`src/hw/rtl/vrt_pkg.sv`:
```
package vrt_pkg;

    // default formats
    localparam int ORIGIN_FRAC_BITS = 12;
    localparam int DIR_ONE_BITS     = 12;
    localparam int T_FRAC_BITS      = 16;

    // fixed field widths
    localparam int ORG_W   = 32;
    localparam int DIR_W   = 14;
    localparam int REACH_W = 10;
    localparam int CELL_W  = 20;
    localparam int FACE_W  = 2;
    localparam int KIND_W  = 2;
    localparam int RSQ_W   = 2 * REACH_W;

    // result kinds
    localparam logic [KIND_W-1:0] KIND_PROBE = 2'd0;
    localparam logic [KIND_W-1:0] KIND_HIT   = 2'd1;
    localparam logic [KIND_W-1:0] KIND_MISS  = 2'd2;

    // crossing t special values
    localparam logic [31:0] T_INF = 32'hFFFF_FFFF;
    localparam logic [31:0] T_SAT = 32'hFFFF_FFFE;

    // controller to datapath
    typedef struct packed {
        logic              load;
        logic              div_init;
        logic              div_step;
        logic              setup;
        logic              pick;
        logic              sq;
        logic              mlo;
        logic              mhi;
        logic              step;
        logic              deact;
        logic              emit;
        logic [KIND_W-1:0] kind;
    } t_cmd;

    // datapath to controller
    typedef struct packed {
        logic opcode;
        logic solid;
        logic all_zero;
        logic active;
        logic div_all;
        logic beyond;
    } t_sts;

endpackage

```
`src/hw/rtl/vrt_ctrl.sv`:
```
module vrt_ctrl (
    input  logic          i_clk,
    input  logic          i_rst_n,
    input  logic          i_in_valid,
    output logic          o_in_stall,
    output logic          o_out_valid,
    input  logic          i_out_stall,
    input  vrt_pkg::t_sts i_sts,
    output vrt_pkg::t_cmd o_cmd
);

    localparam logic [3:0] S_IDLE   = 4'd0;
    localparam logic [3:0] S_DISP   = 4'd1;
    localparam logic [3:0] S_DIV    = 4'd2;
    localparam logic [3:0] S_SETUP  = 4'd3;
    localparam logic [3:0] S_SQ     = 4'd4;
    localparam logic [3:0] S_MLO    = 4'd5;
    localparam logic [3:0] S_MHI    = 4'd6;
    localparam logic [3:0] S_DECIDE = 4'd7;
    localparam logic [3:0] S_EMIT   = 4'd8;

    logic [3:0]                 r_state, n_state;
    logic [vrt_pkg::KIND_W-1:0] r_kind, n_kind;
    logic                       r_oval, n_oval;
    logic                       out_free;

    assign o_in_stall  = r_state != S_IDLE;
    assign o_out_valid = r_oval;
    assign out_free    = !r_oval || !i_out_stall;

    // sequencing
    always_comb begin
        n_state = r_state;
        n_kind  = r_kind;
        n_oval  = r_oval && i_out_stall;
        o_cmd   = '0;
        o_cmd.kind = r_kind;
        case (r_state)
            S_IDLE: begin
                if (i_in_valid) begin
                    o_cmd.load = 1'b1;
                    n_state    = S_DISP;
                end
            end
            S_DISP: begin
                if (!i_sts.opcode) begin
                    if (i_sts.all_zero) begin
                        o_cmd.deact = 1'b1;
                        n_kind  = vrt_pkg::KIND_MISS;
                        n_state = S_EMIT;
                    end else begin
                        o_cmd.div_init = 1'b1;
                        n_state = S_DIV;
                    end
                end else if (!i_sts.active) begin
                    n_kind  = vrt_pkg::KIND_MISS;
                    n_state = S_EMIT;
                end else if (i_sts.solid) begin
                    o_cmd.deact = 1'b1;
                    n_kind  = vrt_pkg::KIND_HIT;
                    n_state = S_EMIT;
                end else begin
                    o_cmd.pick = 1'b1;
                    n_state = S_SQ;
                end
            end
            S_DIV: begin
                o_cmd.div_step = 1'b1;
                if (i_sts.div_all) n_state = S_SETUP;
            end
            S_SETUP: begin
                o_cmd.setup = 1'b1;
                n_kind  = vrt_pkg::KIND_PROBE;
                n_state = S_EMIT;
            end
            S_SQ: begin
                o_cmd.sq = 1'b1;
                n_state  = S_MLO;
            end
            S_MLO: begin
                o_cmd.mlo = 1'b1;
                n_state   = S_MHI;
            end
            S_MHI: begin
                o_cmd.mhi = 1'b1;
                n_state   = S_DECIDE;
            end
            S_DECIDE: begin
                if (i_sts.beyond) begin
                    o_cmd.deact = 1'b1;
                    n_kind = vrt_pkg::KIND_MISS;
                end else begin
                    o_cmd.step = 1'b1;
                    n_kind = vrt_pkg::KIND_PROBE;
                end
                n_state = S_EMIT;
            end
            S_EMIT: begin
                if (out_free) begin
                    o_cmd.emit = 1'b1;
                    n_oval  = 1'b1;
                    n_state = S_IDLE;
                end
            end
            default: n_state = S_IDLE;
        endcase
    end

    always_ff @(posedge i_clk) begin
        if (!i_rst_n) begin
            r_state <= S_IDLE;
            r_kind  <= vrt_pkg::KIND_MISS;
            r_oval  <= 1'b0;
        end else begin
            r_state <= n_state;
            r_kind  <= n_kind;
            r_oval  <= n_oval;
        end
    end

endmodule

```
`config.mk`:
```
export PLATFORM = sky130hd
export DESIGN_NAME = vrt_ctrl
export DESIGN_NICKNAME = d
export VERILOG_FILES = /design/src/hw/rtl/vrt_pkg.sv /design/src/hw/rtl/vrt_ctrl.sv
export SDC_FILE = /design/constraint.sdc
export NUM_CORES = 1
export LEC_CHECK = 0
export ABC_CLOCK_PERIOD_IN_PS = 3400
export BUFFER_PORTS_ARGS = -buffer_cell sky130_fd_sc_hd__buf_2
export CORE_MARGIN = 1
export CORE_UTILIZATION = 29
export DETAILED_ROUTE_END_ITERATION = 10
export GPL_ROUTABILITY_DRIVEN = 0
export PLACE_DENSITY = 0.53
export SLEW_MARGIN = 5
export SYNTH_ARGS = -nofsm -noshare
export SYNTH_HDL_FRONTEND = slang
export SYNTH_SLANG_ARGS = --single-unit
export TNS_END_PERCENT = 10
```
`constraint.sdc`:
```
create_clock -name i_clk -period 3.4 [get_ports i_clk]
set_clock_uncertainty 0.1 [all_clocks]
set_input_delay 0.34 -clock i_clk [delete_from_list [all_inputs] [get_ports i_clk]]
set_output_delay 0.34 -clock i_clk [all_outputs]
set_load 0.05 [all_outputs]
```
After elaboration in Yosys (flattened, before gate mapping)
Index checks and enable logic that the tools add are counted.
W data, S select, Z words.
Operators by class
  shift operators: 0
  bitwise operators: 0
  divide/modulo/power cells: 0
  reductions and logical operators: 10
  add/subtract/negate cells: 0
  eq/ne operators: 13
  order comparisons: 0
  $mul: 0
  multiplexer cells: 40
Operator list (number)
  $pmux W4 S8: 1
  $mux W4: 7
  $mux W1: 25
  $eq A4 B3 Y1 const B: 4
  $mux W2: 5
  $eq A4 B2 Y1 const B: 2
  $ne A2 B2 Y1 const B: 3
  $pmux W2 S3: 1
  $reduce_and A3 Y1: 2
  $eq A4 B1 Y1 const B: 1
  $eq A4 B4 Y1 const B: 1
  $logic_not A4 Y1: 1
  $ne A4 B4 Y1 const B: 1
  $reduce_bool A4 Y1: 1
  $ne A3 B3 Y1 const B: 1
  $reduce_bool A3 Y1: 1
  $logic_not A1 Y1: 2
  $pmux W1 S2: 1
  $reduce_or A2 Y1: 1
  $logic_and A1 B1 Y1: 1
  $logic_or A1 B1 Y1: 1
Word-level totals
  input port bits: 10
  flip-flop bits (word level): 7
  latch bits: 0
  ROM bits: 0
  memories: 0
  RAM bits: 0

Longest topological paths before layout
  depth in word-level cells: 4
  gate-level depth with buffers: 4
  depth with buffers taken out: 3

Least setup slack after synthesis
OpenSTA, ideal clock, no wires.
  path type: reg-to-output
  start: reg r_state[3]
  end: out o_cmd[8] (netlist name)
  data required time: 2960 ps
  stages on the path, launching flop included: 3
  path slack: 971 ps
  data arrival time: 1989 ps
  cells stage by stage: dfxtp_1 > or4b_4 > nor3_1
RTL lines
  from (decl): line vrt_ctrl.sv:22  | logic [3:0] r_state, n_state;
  from (signal assigned): line vrt_ctrl.sv:115  | r_state <= n_state;
  to (decl): line vrt_ctrl.sv:9  | output vrt_pkg::t_cmd o_cmd

==> results.txt <==
----------------------------------------------------
[Finish]
  Fill cell total of the finished layout ... 167
  Number of nets in the final layout ... 97
  Most common cell after layout, fill and taps aside ... sky130_fd_sc_hd__buf_2
  Share of post-route cells with drive strength above 1 ... 0.337
  Final cell area excluding filler cells ... 619 um2
  Most frequent cells in the layout ... sky130_fd_sc_hd__buf_2, sky130_fd_sc_hd__dfxtp_1, sky130_fd_sc_hd__nor2_1, sky130_fd_sc_hd__nand2b_1
  Antenna fix cells ... 0
  Layout-stage area growth over the synthesis result ... 33.1%

[Critical path]
  Kind of end point of the critical path ... output pin
  CP max FO ... 15
  Data arrival at the endpoint of the critical path ... 1850 ps
  Startpoint class of the critical path ... register
  Req. time, crit path ... 2960 ps
  Critical Setup Path Class ... reg2out
  Worst R2R Path Depth ... 3

[Placement]
  IO Port Bufs ... 24
  Cell area reported after detailed placement ... 593 um2
  Worst-case setup slack after placement ... 1400 ps
  Total half-perimeter wirelength after legalization and detailed placement ... 859 um

[Global route]
  Maximum number of pins on one net before global-route repair ... 16
  Number of antenna violations at the first check in global routing ... 0
  Via count of the first global-routing pass ... 410
  Remaining global-route overflow ... 0
  Global routing usage summed across all routing layers ... 0.139
  Global-route wire length before repair ... 1820 um

[Detailed routing]
  Starting DRT DRC Count ... 7
  Mean routed wirelength per cell ... 11.2 um
  Number of vias after detailed routing ... 509
  Number of detailed-routing iterations run before antenna repair ... 4
  Drc violations ... 0
  Antenna-violating nets left ... 0
  Number of vias per cell ... 4.99
  Final routed wirelength across all metal layers ... 1150 um

[Yosys]
  Sequential element share of the synthesized area ... 0.301
  Post-synthesis instance area ... 465 um2
  Synth warnings ... 0
  Net count after synthesis ... 71
  Syn_area_per_cell ... 7.63 um2
  Count of mapped cells out of synthesis ... 61
  Post-synthesis register bit count ... 7
  Count of different cell masters after synthesis ... 27

[STA]
  Crit share post-route ... 0.674
  Final Max Tran Viols ... 0
  Setup ws final ... 1110 ps
  Unrepaired setup endpoints after global routing ... false
  Top achievable clock speed ... 0.436 GHz
  Endpoints failing setup ... 0
  Count of final hold-check violations ... 0
  WHS ... 240 ps
  Worst Tran Pin Value ... 435 ps
  Max transition margin ... 0.709
  Final Critical Period ... 2290 ps
  Total Neg Setup Slack ... 0 ps

[Floorplan]
  Number of placed I/O pins ... 25
  Y dimension of the die ... 42.1 um
  Die Area ... 0.00177 mm2
  Initial core utilization ... 0.309
  Placeable Area ... 0.00151 mm2
  Die width ... 42.1 um
  Row Count ... 14

[CTS]
  Number of buffers between clock root and the deepest sink ... 2
  Cts repair resizes ... 0
  H-tree depth reported by CTS ... 1
  Clock tree from TritonCTS ... done
  Clock root buffer ... sky130_fd_sc_hd__clkbuf_4
  Clock latency reported for the late side of the worst-skew pair ... 260 ps
  Post-CTS Hold Fix Bufs ... 0
  Clk slew on worst S/H paths ... 60 ps
  Num CTS Buffers ... 3
  CTS Sinks ... 7
  Buffers inserted by post-CTS timing repair ... 0

[Hold path]
  Number of cells on the worst hold path ... 2
  Min-delay worst type ... in2reg

[Power and ir drop]
  Maximum vdd drop ... 0.000266 V
  Leakage dissipation ... 0.288 nW
  Power density over the cells ... 372 mW/mm2
  Total design power ... 0.000230 W

[Flow run]
  Number of max-cap violations ... 0

[Status]
  Status ... finished clean

----------------------------------------------------
## cells in the mapped netlist
| cell type | instances | area share |
|---|---|---|
| sky130_fd_sc_hd__buf_2 | 1 | 0.011 |
| sky130_fd_sc_hd__nor3_2 | 1 | 0.022 |
| sky130_fd_sc_hd__and3_1 | 2 | 0.027 |
| sky130_fd_sc_hd__a21boi_0 | 1 | 0.016 |
| sky130_fd_sc_hd__o32a_1 | 1 | 0.022 |
| sky130_fd_sc_hd__a211oi_1 | 3 | 0.048 |
| sky130_fd_sc_hd__nand3b_1 | 1 | 0.016 |
| sky130_fd_sc_hd__inv_1 | 2 | 0.016 |
| sky130_fd_sc_hd__nand2b_1 | 6 | 0.081 |
| sky130_fd_sc_hd__nand4b_1 | 1 | 0.019 |
| sky130_fd_sc_hd__or4b_1 | 1 | 0.022 |
| sky130_fd_sc_hd__or4b_4 | 1 | 0.030 |
| sky130_fd_sc_hd__nand3_1 | 2 | 0.022 |
| sky130_fd_sc_hd__dfxtp_1 | 7 | 0.30 |
| sky130_fd_sc_hd__a211o_1 | 1 | 0.019 |
| sky130_fd_sc_hd__nor2_1 | 6 | 0.048 |
| sky130_fd_sc_hd__and3b_1 | 1 | 0.019 |
| sky130_fd_sc_hd__a41oi_1 | 1 | 0.019 |
| sky130_fd_sc_hd__o21ai_1 | 1 | 0.011 |
| sky130_fd_sc_hd__nor2b_1 | 1 | 0.013 |
| sky130_fd_sc_hd__clkbuf_1 | 2 | 0.016 |
| sky130_fd_sc_hd__nor3_1 | 4 | 0.043 |
| sky130_fd_sc_hd__mux2i_1 | 1 | 0.022 |
| sky130_fd_sc_hd__a21oi_1 | 4 | 0.043 |
| sky130_fd_sc_hd__o21ai_0 | 3 | 0.032 |
| sky130_fd_sc_hd__o21a_1 | 2 | 0.032 |
| sky130_fd_sc_hd__nand2_1 | 4 | 0.032 |
## critical path, stage by stage (launching register included)
cell and delay, ps:
sky130_fd_sc_hd__dfxtp_1 570, sky130_fd_sc_hd__or4b_4 560, sky130_fd_sc_hd__nor3_1 180, sky130_fd_sc_hd__buf_2 290
## flip-flops by register name, indices dropped and copies added, names as in the netlist
register     cells
o_out_valid      1
r_state          4
r_kind           2
## per-stage QoR
stage / std cells / util
finish: 102 / 0.411
global route: 102 / 0.411
floorplan: 61 / -
global placement: 98 / 0.394
detailed placement: 98 / 0.394
CTS: 102 / 0.411
## layer usage
| layer | global-route usage | routed length [um] | vias up |
|---|---|---|---|
| met5 | 0 | 0 | - |
| met4 | 0.0375 | 0 | 0 |
| met3 | 0.0776 | 70 | 0 |
| met2 | 0.194 | 488 | 16 |
| met1 | 0.185 | 588 | 217 |
| li1 | - | - | 276 |
## cell families (layout without fill, tap and decap cells)
family                 count (synthesis)  count (layout)  share of synthesized area
multiplexers                           1               1                     0.0215
buffers and inverters                  5              30                     0.0430
AND/OR/NAND/NOR                       31              31                      0.392
flip-flops                             7               7                      0.301
AO/OA/AOI/OAI                         17              17                      0.242
## where the power goes
part           internal, W  leakage (nW)  total (W)  switching [W]
Sequential       0.0000851        0.0569  0.0000918     0.00000677
Combinational    0.0000193         0.216  0.0000574      0.0000381
Clock            0.0000451        0.0150  0.0000812      0.0000361
## final timing paths
path	start	to	slack [ps]
setup / recovery	r_state[0]	o_cmd[8]	1110
hold / removal	i_rst_n	r_state[3]	240
setup reg to reg	r_state[0]	r_kind[1]	1720
hold reg to reg	r_kind[1]	r_kind[1]	390
## layout make-up
type	count	area, um2	share of cell area
multi-input combinational	49	305	0.493
sequential	7	140	0.226
timing repair buffer	24	120	0.194
clock buffer	4	26.3	0.0424
tap	16	20.0	0.0323
inverter	2	7.51	0.0121
No activity file was read; power rests on OpenSTA's default activity.
